### src/tccs_pkg.sv
// ----------------------------------------------------------------------------
// tccs_pkg - shared types and constants of the text console engine
// Command codes, sequencer states, field widths and control structs.
// ----------------------------------------------------------------------------
package tccs_pkg;

  localparam int COLUMNS_DEF = 80;
  localparam int ROWS_DEF    = 25;
  localparam int CELLS_DEF   = COLUMNS_DEF * ROWS_DEF;

  localparam int CHAR_W = 8;
  localparam int ATTR_W = 8;
  localparam int CELL_W = CHAR_W + ATTR_W;
  localparam int IDX_W  = 11;
  localparam int OCOL_W = 7;
  localparam int OROW_W = 5;
  localparam int OPOS_W = 11;

  localparam logic [CHAR_W-1:0] BLANK_CHAR   = 8'h20;
  localparam logic [CHAR_W-1:0] NEWLINE_CHAR = 8'h0A;
  localparam logic [ATTR_W-1:0] RESET_ATTR   = 8'h0F;

  typedef enum logic [1:0] {
    CMD_PUT   = 2'd0,
    CMD_CLEAR = 2'd1,
    CMD_READ  = 2'd2
  } cmd_t;

  typedef enum logic [2:0] {
    ST_INIT,
    ST_IDLE,
    ST_CLEAR,
    ST_COPY,
    ST_DRAIN,
    ST_BLANK,
    ST_RDWAIT
  } state_t;

  // cursor commands from the sequencer
  typedef struct packed {
    logic home;
    logic advance;
    logic newline;
  } cursor_ctl_t;

endpackage

### src/tccs_cursor.sv
// ----------------------------------------------------------------------------
// tccs_cursor - cursor registers and advance logic
// Holds column and row, advances on put, homes on clear, reports linear position.
// ----------------------------------------------------------------------------
module tccs_cursor
  import tccs_pkg::*;
#(
  parameter int COLUMNS = COLUMNS_DEF,
  parameter int ROWS    = ROWS_DEF,
  localparam int COL_W  = $clog2(COLUMNS),
  localparam int ROW_W  = $clog2(ROWS),
  localparam int AW     = $clog2(COLUMNS * ROWS)
) (
  input  logic             clk,
  input  logic             rst_n,
  input  cursor_ctl_t      ctl,
  output logic             scroll,
  output logic [COL_W-1:0] col,
  output logic [ROW_W-1:0] row,
  output logic [AW-1:0]    pos
);

  logic [COL_W-1:0] col_r, col_nxt;
  logic [ROW_W-1:0] row_r, row_nxt;
  logic             wrap;
  logic             step_row;

  assign wrap     = (col_r == COL_W'(COLUMNS - 1));
  assign step_row = ctl.newline | wrap;
  // advancing past the bottom row scrolls
  assign scroll   = step_row && (row_r == ROW_W'(ROWS - 1));

  always_comb begin
    col_nxt = col_r;
    row_nxt = row_r;
    if (ctl.home) begin
      col_nxt = '0;
      row_nxt = '0;
    end else if (ctl.advance) begin
      col_nxt = step_row ? '0 : col_r + COL_W'(1);
      if (step_row && !scroll) begin
        row_nxt = row_r + ROW_W'(1);
      end
    end
  end

  always_ff @(posedge clk) begin
    if (!rst_n) begin
      col_r <= '0;
      row_r <= '0;
    end else begin
      col_r <= col_nxt;
      row_r <= row_nxt;
    end
  end

  assign col = col_r;
  assign row = row_r;
  assign pos = AW'(row_r) * AW'(COLUMNS) + AW'(col_r);

endmodule

### config.mk
export PLATFORM = sky130hd
export DESIGN_NAME = tccs_cursor
export DESIGN_NICKNAME = d
export VERILOG_FILES = /design/src/tccs_pkg.sv /design/src/tccs_cursor.sv
export SDC_FILE = /design/constraint.sdc
export NUM_CORES = 1
export LEC_CHECK = 0
export BUFFER_PORTS_ARGS = -buffer_cell sky130_fd_sc_hd__buf_4
export CAP_MARGIN = 30
export CORE_ASPECT_RATIO = 0.6
export CORE_MARGIN = 3
export CORE_UTILIZATION = 40
export DETAILED_ROUTE_END_ITERATION = 10
export PLACE_DENSITY = 0.65
export SETUP_SLACK_MARGIN = 0.2
export SYNTH_ARGS = -nofsm -noshare
export SYNTH_HDL_FRONTEND = slang
export SYNTH_SLANG_ARGS = --single-unit
### constraint.sdc
create_clock -name clk -period 6.1 [get_ports clk]
set_input_delay 1.22 -clock clk [delete_from_list [all_inputs] [get_ports clk]]
set_output_delay 1.22 -clock clk [all_outputs]
set_load 0.01 [all_outputs]
==> results_dict.tcl <==
set metrics [dict create \
    postRouteAntennaNets 0 \
    synthAdderAreaFrac_pct 21.3 \
    max_freq_ghz 0.263 \
    grt_use_total_pct 15.2 \
    layout-area-overhead-vs-synth_pct 29.0 \
    hold_slack_ps 555 \
    finalClockSkew_ps 1.42 \
    reg2reg_slack_ps 4120 \
    place_inst 150 \
    die_area_um2 2850 \
    yosys-top-cells-area "dfxtp_1 27%, ha_1 17%, xor2_1 6.9%, a21oi_1 5.0%, nand4_1 4.9%" \
    clkSinkCount 12 \
    slew_headroom_pct 76.8 \
    ctsLongestPathBuffers 2 \
    synth_common_cells "12 x dfxtp_1, 12 x ha_1, 9 x a21oi_1" \
    detailed_place.area_um2 1090 \
    place_hpwl_um 1640 \
    muxShareOfSynthArea_pct 0 \
    worst_ep_arrival_time_ps 2580 \
    postSynthAreaPerCell_um2 8.93 \
    outcome "finished, final reports clean" \
    synth_top_cell_by_area "dfxtp_1" \
    finalHoldViolCount 0 \
    die_h_um 42.6 \
    cp-start-kind "register" \
    synth_edf_count 0 \
    initial_core_util_pct 45.1 \
    ctsHoldBuffers 0 \
    finalSetupViolCount 0 \
    fin_tns_setup_ps 0 \
    gp_congestion 0.733 \
    hold_path_end "col[1]" \
    drive_gt1_share_pct 28.3 \
    numCtsBuffers 3 \
    grt_pass1_wl_um 3240 \
    async_flop_share_pct 0 \
    wl_per_cell_um 13.5 \
    grt_max_degree 15 \
    yosys.area.top_type_share_pct 26.9 \
    peakVddDrop_mv 0.0906 \
    insertion_delay_ps 240 \
    ys_ff_latch 12 \
    rsz0062_at_grt "false" \
    path_max_fanout 8 \
    critPathRequiredTime_ps 4880 \
    synth_top_family_by_area "adder cells" \
    ios 29 \
    finalCriticalPeriod_ps 3800 \
    hold_class "register to register" \
    crit-reg2reg-launch "col[0]" \
    nets 147 \
    clk_pin_slew_ps 60 \
    pre_cts_slack_ps 2510 \
    power.density_nw_per_um2 157 \
    cts_setup_buffers 0 \
    synth_area_um2 893 \
    drc 0 \
    via_per_inst 5.17 \
    ys_warn_count 0 \
    fin_cells 155 \
    synthCells 100 \
    synth_compound_area_share_pct 13.7 \
    ys.flop_type "dfxtp_1" \
    cts_resized 0 \
    n_antenna_cell 0 \
    synth_nets 119 \
    yosys.area_share.simple_pct 20.6 \
    finalCritPeriodShare_pct 62.3 \
    drtPass1Iterations 4 \
    crit_path_end_kind "output port" \
    grt_antenna_before_repair 0 \
    yosys.area_share.xor_xnor_pct 10.8 \
    routed_wl_um 2090 \
    holdCritStartpoint "col[1]" \
    rr_worst_depth 6 \
    hold_path_depth 2 \
    tightest_slew_ps 347 \
    dr.first_iter.drc_count 22 \
    n_fill_cell 185 \
    leakagePower_nw 0.575 \
    r2r-end "row[0]" \
    htreeDepth 1 \
    vias 802 \
    utilization_pct 58.1 \
    die_x_um 67.0 \
    cts_root_buf "clkbuf_8" \
    finalPower_mw 0.181 \
    synthDistinctLibCells 30 \
    synth-seq-area-share_pct 26.9 \
    cap_viol_max_count 0 \
    core_area_um2 1980 \
    port_buffers 28 \
    cts_tree "built" \
    fin_area_um2 1150 \
    rows 12 \
    path_class "register to output port" \
    setup_ws_ps 2300 \
    grt.overflow.total 0 \
    grt_pass1_vias 689 \
    drv_slew 0 \
]
logic make-up after synthesis:
kind of cell,Yosys count
AO/OA/AOI/OAI,21
adder cells (fa/ha/maj),14
buffers and inverters,9
flip-flops,12
AND/OR/NAND/NOR,33
XOR/XNOR,11
routing by layer:
metal | track usage (%) | vias up | routed length (µm)
li1 | - | 409 | -
met1 | 21.4 | 370 | 1070
met2 | 21.1 | 21 | 855
met3 | 6.17 | 2 | 149
met4 | 3.63 | 0 | 17
met5 | 0 | - | 0
cell type report:
| type | count | area (µm²) | share of cell area, % |
|---|---|---|---|
| flip-flops and latches | 12 | 240 | 20.8 |
| well taps | 28 | 35.0 | 3.04 |
| repair buffers | 29 | 218 | 18.9 |
| multi-input cells | 79 | 593 | 51.5 |
| clock buffers | 4 | 55.1 | 4.78 |
| inverters | 3 | 11.3 | 0.977 |
worst max-delay path by stage:
stage                    to  slack (ps)  depth (start not counted)   start
finish              pos[10]        2300                          8  row[1]
global route        pos[10]        2140                          8  row[1]
CTS                 pos[10]        2290                          8  row[1]
detailed placement   scroll        2510                          4  ctl[0]
global placement     scroll        2590                          4  ctl[0]
floorplan           pos[10]        2820                          7  row[1]
cells in the final DEF (no fill, tap or decap):
cell type / netlist / routed
buf_4: 4 / 29
ha_1: 12 / 12
dfxtp_1: 12 / 12
a21oi_1: 9 / 9
xor2_1: 7 / 7
nand4_1: 7 / 7
nor2_1: 7 / 7
nand2_1: 6 / 6
xnor2_1: 4 / 4
o21ai_1: 4 / 4
or3_1: 4 / 4
clkbuf_8: 1 / 4
a21o_1: 3 / 3
inv_1: 2 / 2
nand3_1: 2 / 2
fa_1: 2 / 2
nand4b_1: 1 / 1
nor4bb_1: 1 / 1
a31oi_1: 1 / 1
or2b_2: 1 / 1
nor2b_1: 1 / 1
o211ai_1: 1 / 1
o31ai_1: 1 / 1
inv_2: 1 / 1
o21ai_2: 1 / 1
and3_1: 1 / 1
o21ai_0: 1 / 1
nor4b_1: 1 / 1
nand3b_1: 1 / 1
flip-flops by register name, indices dropped and copies added (netlist names):
signal and count:
col 7, row 5
worst max-delay path: stages, from the launching register on:
cell	delay, ps
dfxtp_1	520
ha_1	300
ha_1	230
fa_1	380
xor2_1	230
nand4_1	170
xnor2_1	230
xnor2_1	150
buf_4	140
power breakdown:
group	internal, mW	switching (mW)
registers	0.0789	0.00114
logic	0.00581	0.00756
clock network	0.0571	0.0304
(Power assumes the default switching activity.)
