===== config.mk =====
export PLATFORM = sky130hd
export DESIGN_NAME = tccs_ctrl
export DESIGN_NICKNAME = d
export VERILOG_FILES = /design/src/tccs_pkg.sv /design/src/tccs_ctrl.sv
export SDC_FILE = /design/constraint.sdc
export NUM_CORES = 1
export LEC_CHECK = 0
export BUFFER_PORTS_ARGS = -buffer_cell sky130_fd_sc_hd__buf_2
export CORE_MARGIN = 4
export CORE_UTILIZATION = 50
export CTS_BUF_LIST = sky130_fd_sc_hd__clkbuf_4 sky130_fd_sc_hd__clkbuf_8 sky130_fd_sc_hd__clkbuf_16
export DETAILED_ROUTE_END_ITERATION = 8
export HOLD_SLACK_MARGIN = 0.12
export PLACE_DENSITY_LB_ADDON = 0.15
export SYNTH_ARGS = -nofsm -noshare
export SYNTH_HDL_FRONTEND = slang
export SYNTH_SLANG_ARGS = --single-unit

===== constraint.sdc =====
create_clock -name clk -period 2.65 [get_ports clk]
set_input_delay 0.3975 -clock clk [delete_from_list [all_inputs] [get_ports clk]]
set_output_delay 0.3975 -clock clk [all_outputs]
set_load 0.02 [all_outputs]

===== src/tccs_pkg.sv =====
// ----------------------------------------------------------------------------
// tccs_pkg - shared types and constants of the text console engine
// Command codes, sequencer states, field widths and control structs.
// ----------------------------------------------------------------------------
package tccs_pkg;

  localparam int COLUMNS_DEF = 80;
  localparam int ROWS_DEF    = 25;
  localparam int CELLS_DEF   = COLUMNS_DEF * ROWS_DEF;

  localparam int CHAR_W = 8;
  localparam int ATTR_W = 8;
  localparam int CELL_W = CHAR_W + ATTR_W;
  localparam int IDX_W  = 11;
  localparam int OCOL_W = 7;
  localparam int OROW_W = 5;
  localparam int OPOS_W = 11;

  localparam logic [CHAR_W-1:0] BLANK_CHAR   = 8'h20;
  localparam logic [CHAR_W-1:0] NEWLINE_CHAR = 8'h0A;
  localparam logic [ATTR_W-1:0] RESET_ATTR   = 8'h0F;

  typedef enum logic [1:0] {
    CMD_PUT   = 2'd0,
    CMD_CLEAR = 2'd1,
    CMD_READ  = 2'd2
  } cmd_t;

  typedef enum logic [2:0] {
    ST_INIT,
    ST_IDLE,
    ST_CLEAR,
    ST_COPY,
    ST_DRAIN,
    ST_BLANK,
    ST_RDWAIT
  } state_t;

  // cursor commands from the sequencer
  typedef struct packed {
    logic home;
    logic advance;
    logic newline;
  } cursor_ctl_t;

endpackage


===== src/tccs_ctrl.sv =====
// ----------------------------------------------------------------------------
// tccs_ctrl - command sequencer and store address unit
// Decodes requests, sweeps the cell store for clear and scroll, holds results.
// ----------------------------------------------------------------------------
module tccs_ctrl
  import tccs_pkg::*;
#(
  parameter int COLUMNS = COLUMNS_DEF,
  parameter int ROWS    = ROWS_DEF,
  localparam int CELLS  = COLUMNS * ROWS,
  localparam int AW     = $clog2(CELLS)
) (
  input  logic              clk,
  input  logic              rst_n,
  input  logic              in_valid,
  output logic              in_ready,
  input  logic [1:0]        command,
  input  logic [CHAR_W-1:0] char_code,
  input  logic [ATTR_W-1:0] attr,
  input  logic [IDX_W-1:0]  cell_index,
  input  logic              cfg_wr_en,
  input  logic [ATTR_W-1:0] cfg_wr_data,
  output cursor_ctl_t       cur_ctl,
  input  logic              cur_scroll,
  input  logic [AW-1:0]     cur_pos,
  output logic              ram_we,
  output logic [AW-1:0]     ram_waddr,
  output logic [CELL_W-1:0] ram_wdata,
  output logic [AW-1:0]     ram_raddr,
  input  logic [CELL_W-1:0] ram_rdata,
  output logic              out_valid,
  input  logic              out_ready,
  output logic [CHAR_W-1:0] read_char,
  output logic [ATTR_W-1:0] read_attr,
  output logic              scrolled
);

  state_t            state_r, state_nxt;
  logic [AW-1:0]     cnt_r, cnt_nxt;
  logic              wr_pend_r, wr_pend_nxt;
  logic [AW-1:0]     wr_addr_r, wr_addr_nxt;
  logic [ATTR_W-1:0] fill_attr_r;
  logic              out_valid_r, out_valid_nxt;
  logic [CHAR_W-1:0] rchar_r, rchar_nxt;
  logic [ATTR_W-1:0] rattr_r, rattr_nxt;
  logic              scrolled_r, scrolled_nxt;

  logic accept;
  logic last;
  logic idx_ok;
  logic newline;
  cmd_t cmd;

  assign cmd     = cmd_t'(command);
  assign last    = (cnt_r == AW'(CELLS - 1));
  assign idx_ok  = (32'(cell_index) < 32'(CELLS));
  assign newline = (char_code == NEWLINE_CHAR);
  assign accept  = in_valid && in_ready;

  // next state
  always_comb begin
    state_nxt = state_r;
    unique case (state_r)
      ST_INIT: begin
        if (last) state_nxt = ST_IDLE;
      end
      ST_IDLE: begin
        if (accept) begin
          case (cmd)
            CMD_PUT:   state_nxt = cur_scroll ? ST_COPY : ST_IDLE;
            CMD_CLEAR: state_nxt = ST_CLEAR;
            CMD_READ:  state_nxt = idx_ok ? ST_RDWAIT : ST_IDLE;
            default:   state_nxt = ST_IDLE;
          endcase
        end
      end
      ST_CLEAR: begin
        if (last) state_nxt = ST_IDLE;
      end
      ST_COPY: begin
        if (last) state_nxt = ST_DRAIN;
      end
      ST_DRAIN:  state_nxt = ST_BLANK;
      ST_BLANK: begin
        if (last) state_nxt = ST_IDLE;
      end
      ST_RDWAIT: state_nxt = ST_IDLE;
      default:   state_nxt = ST_IDLE;
    endcase
  end

  // datapath control
  always_comb begin
    in_ready      = 1'b0;
    cur_ctl       = '0;
    ram_we        = 1'b0;
    ram_waddr     = cur_pos;
    ram_wdata     = {attr, char_code};
    ram_raddr     = cnt_r;
    cnt_nxt       = cnt_r;
    wr_pend_nxt   = 1'b0;
    wr_addr_nxt   = wr_addr_r;
    out_valid_nxt = out_valid_r && !out_ready;
    rchar_nxt     = rchar_r;
    rattr_nxt     = rattr_r;
    scrolled_nxt  = scrolled_r;
    unique case (state_r)
      ST_INIT: begin
        ram_we    = 1'b1;
        ram_waddr = cnt_r;
        ram_wdata = {RESET_ATTR, BLANK_CHAR};
        cnt_nxt   = last ? '0 : cnt_r + AW'(1);
      end
      ST_IDLE: begin
        in_ready        = !out_valid_r || out_ready;
        ram_raddr       = AW'(cell_index);
        cur_ctl.newline = newline;
        if (accept) begin
          rchar_nxt    = '0;
          rattr_nxt    = '0;
          scrolled_nxt = 1'b0;
          case (cmd)
            CMD_PUT: begin
              cur_ctl.advance = 1'b1;
              ram_we          = !newline;
              if (cur_scroll) begin
                cnt_nxt = AW'(COLUMNS);
              end else begin
                out_valid_nxt = 1'b1;
              end
            end
            CMD_CLEAR: begin
              cur_ctl.home = 1'b1;
              cnt_nxt      = '0;
            end
            CMD_READ: begin
              out_valid_nxt = !idx_ok;
            end
            default: begin
              out_valid_nxt = 1'b1;
            end
          endcase
        end
      end
      ST_CLEAR: begin
        ram_we    = 1'b1;
        ram_waddr = cnt_r;
        ram_wdata = {fill_attr_r, BLANK_CHAR};
        cnt_nxt   = last ? '0 : cnt_r + AW'(1);
        if (last) out_valid_nxt = 1'b1;
      end
      ST_COPY: begin
        // read one row ahead, write the previous read back one row up
        ram_we      = wr_pend_r;
        ram_waddr   = wr_addr_r;
        ram_wdata   = ram_rdata;
        wr_pend_nxt = 1'b1;
        wr_addr_nxt = cnt_r - AW'(COLUMNS);
        cnt_nxt     = last ? AW'(CELLS - COLUMNS) : cnt_r + AW'(1);
      end
      ST_DRAIN: begin
        ram_we    = 1'b1;
        ram_waddr = wr_addr_r;
        ram_wdata = ram_rdata;
      end
      ST_BLANK: begin
        ram_we    = 1'b1;
        ram_waddr = cnt_r;
        ram_wdata = {fill_attr_r, BLANK_CHAR};
        cnt_nxt   = last ? '0 : cnt_r + AW'(1);
        if (last) begin
          out_valid_nxt = 1'b1;
          scrolled_nxt  = 1'b1;
        end
      end
      ST_RDWAIT: begin
        out_valid_nxt = 1'b1;
        rchar_nxt     = ram_rdata[CHAR_W-1:0];
        rattr_nxt     = ram_rdata[CELL_W-1:CHAR_W];
      end
      default: begin
        cnt_nxt = '0;
      end
    endcase
  end

  always_ff @(posedge clk) begin
    if (!rst_n) begin
      state_r     <= ST_INIT;
      cnt_r       <= '0;
      wr_pend_r   <= 1'b0;
      fill_attr_r <= RESET_ATTR;
      out_valid_r <= 1'b0;
    end else begin
      state_r     <= state_nxt;
      cnt_r       <= cnt_nxt;
      wr_pend_r   <= wr_pend_nxt;
      out_valid_r <= out_valid_nxt;
      if (cfg_wr_en) fill_attr_r <= cfg_wr_data;
    end
  end

  always_ff @(posedge clk) begin
    wr_addr_r  <= wr_addr_nxt;
    rchar_r    <= rchar_nxt;
    rattr_r    <= rattr_nxt;
    scrolled_r <= scrolled_nxt;
  end

  assign out_valid = out_valid_r;
  assign read_char = rchar_r;
  assign read_attr = rattr_r;
  assign scrolled  = scrolled_r;

endmodule


==> impl_results.md <==
- Outcome: finished clean
- Crit path arrival time: 2070 ps
- Final hold vios: 0
- Cts bufs inserted: 5
- Delay-heaviest family, CP: simple AND/OR/NAND/NOR gates
- Setup TNS: 0 ps
- Clock buffer depth: 2
- Fin area: 0.004405 sq mm
- Mapped cell area: 0.003591 sq mm
- Worst slew pin tran: 691.4 ps
- Mapped Nets: 480
- Worst setup SP type: register
- Max Cap Viol: 0
- Critical path type: register to output pin
- Synth Flop Type: edfxtp_1
- Synthesized area per cell: 8.845 sq um
- Min cycle time layout: 2472 ps
- Setup violators final: 0
- Post-Synthesis Cells: 406
- Seq cells post-synth: 52
- Routed WL per cell: 17.29 microns
- LEAKAGE: 1.868 nW
- Yosys warns: 0
- Final period util: 93.28%
- Yosys cell types: 60
- Initial Util: 52.28%
- Clk sinks: 52
- Fmax: 404.5 MHz
- Commonest cells post-synth: nand2_1 (40), mux2i_1 (30), o21ai_0 (30), edfxtp_1 (28), dfxtp_1 (24)
- Initial antenna violation count: 0
- Cts hold-fix bufs: 0
- GR Overflow Total: 0
- ANT cells: 0
- Rows: 30
- Peak supply drop: 0.1591 mV
- I/O pin cnt: 131
- Vias in the first global route: 3,451
- Nets: 595
- Setup Fix Bufs, Post-CTS: 0
- H-tree depth: 2
- DIE HEIGHT: 92.75 microns
- Port bufs: 130
- Worst slack at placement: 489.8 ps
- Area growth syn-to-layout: 22.68%
- EDFF count, synth: 28
- Crit path required time: 2250 ps
- Max Fanout on Critical Path: 15
- DR pass1 iterations: 5
- Hold WC Path Type: primary input to register
- Area after DPL: 0.004310 sq mm
- Async set-or-reset flop fraction in the synthesized netlist: 0%
- Die Area: 0.008602 sq mm
- CTS root buffer: clkbuf_8
- Part of the Yosys area used for sequential elements: 36.79%
- Vias per cell: 6.040
- First-pass GRT wire length: 16.86 mm
- Synth area leader: edfxtp_1
- Fill count: 616
- Most frequent cell after synthesis: nand2_1
- Worst-path clk slew: 90 ps
- RSZ-0062 raised after global routing: no
- Slowest cell delay on critical path: 640 ps
- HPWL after DPL: 7.892 mm
- Slowest CP cell: or3b_1
- Largest net degree at the start of global routing: 35
- Die width: 92.75 microns
- Post-CTS sizing: 0
- Cell breakdown of the critical path: or3b_1 -> a41oi_1 -> a21oi_1 -> buf_2
- Skew final: 6.037 ps
- Total GRT Usage: 24.14%
- Skew-Pair Late Insertion Delay: 300 ps
- Routed WL: 10.69 mm
- Synth area leaders: edfxtp_1 (23%), dfxtp_1 (13%), mux2i_1 (8.4%)
- CTS tree: done
- Core Footprint: 0.006869 sq mm
- Routed Antenna Nets: 0
- CP bufs+invs: 1
- Reg2Reg Setup Slack: 470 ps
- Pwr Density: 338.2 mW/mm^2
- Final GP Congestion: 0.8611
- DR iter-0 viols: 238
- DR DRC count: 0
- Ratio of cells with drive above 1 in the final layout: 30.84%
- Slew Viols, Final: 0
- Final WS setup: 178.0 ps
- Slew headroom: 53.42%
- CP endpoint kind: output pin
- Via Count: 3,733
- Total Power: 1.490 mW
- Area share of the largest cell type after synthesis: 23.41%
[cell type report]
type | count | area (sq um) | area share, %
multi-input combinational | 306 | 2069 | 46.98
sequential | 52 | 1323 | 30.02
timing repair buffer | 144 | 755.7 | 17.15
tap | 96 | 120.1 | 2.726
clock buffer | 6 | 76.32 | 1.732
inverter | 12 | 45.04 | 1.022
clock inverter | 2 | 16.27 | 0.3692
[power breakdown]
part           leakage, nW  internal [mW]  total, mW  switching (mW)
logic                 1.39         0.0772      0.164          0.0865
clock network       0.0448          0.199      0.462           0.263
registers            0.429          0.852      0.864          0.0127
total                 1.87           1.13       1.49           0.363
[registers in the layout (all words and copies together) (netlist names)]
signal,cells
cnt_r,11
fill_attr_r,8
out_valid,1
read_attr,8
read_char,8
scrolled,1
state_r,3
wr_addr_r,11
wr_pend_r,1
[cell usage in the layout (no fill, tap or decap), types with 3 or more instances in the layout]
master,count
o22ai_1,12
o31ai_1,5
and2_1,5
a31oi_1,6
nand3_1,9
nand4_1,7
ha_1,4
a21oi_1,7
and3_1,22
a211oi_1,15
o21ai_1,4
a22o_1,15
buf_4,14
o21ai_0,29
nor2b_1,9
clkbuf_8,5
xnor2_1,3
dfxtp_1,23
a22oi_1,22
nand2_1,39
buf_2,130
mux2i_1,30
edfxtp_1,28
nand2b_1,4
or4_1,3
nor2_1,16
inv_1,11
[tightest hold or removal path, stage by stage]
cell,delay (ps)
buf_2,70
mux2i_1,50
nand2_1,60
[metrics by stage]
| step | hold slack, ps | std cells | util [%] |
|---|---|---|---|
| after floorplan | 402.9 | 406 | - |
| after global placement | 472.1 | 610 | 62.75 |
| final | 300.6 | 618 | 64.13 |
| after global routing | 330.4 | 618 | 64.13 |
| after CTS | 295.4 | 618 | 64.10 |
| after detailed placement | 466.8 | 610 | 62.75 |
[kinds of logic (layout without fill, tap and decap cells)]
kind of cell,Yosys count,after routing,share of synthesized area [%]
compound gates,134,134,26.20
xor+xnor,6,6,1.673
fa+ha+maj,4,4,1.394
buf+inv,48,164,5.644
flops,52,52,36.79
mux,30,30,8.362
simple gates,132,132,19.93
[final timing paths]
check | from | to | cells after the start
worst max-delay path | state_r[0] | ram_we | 4
worst min-delay path | cfg_wr_data[2] | fill_attr_r[2] | 3
worst max register to register | state_r[2] | cnt_r[3] | 5
worst min register to register | fill_attr_r[2] | fill_attr_r[2] | 2
[routing by layer]
layer | vias to the layer above | GRT usage (%) | part of all wire, %
met5 | - | 0 | 0
met4 | 0 | 7.570 | 1.4
met3 | 12 | 3.737 | 9.3
met2 | 203 | 39.03 | 46
met1 | 1735 | 33.23 | 43
li1 | 1783 | - | -
(Power assumes the default switching activity.)
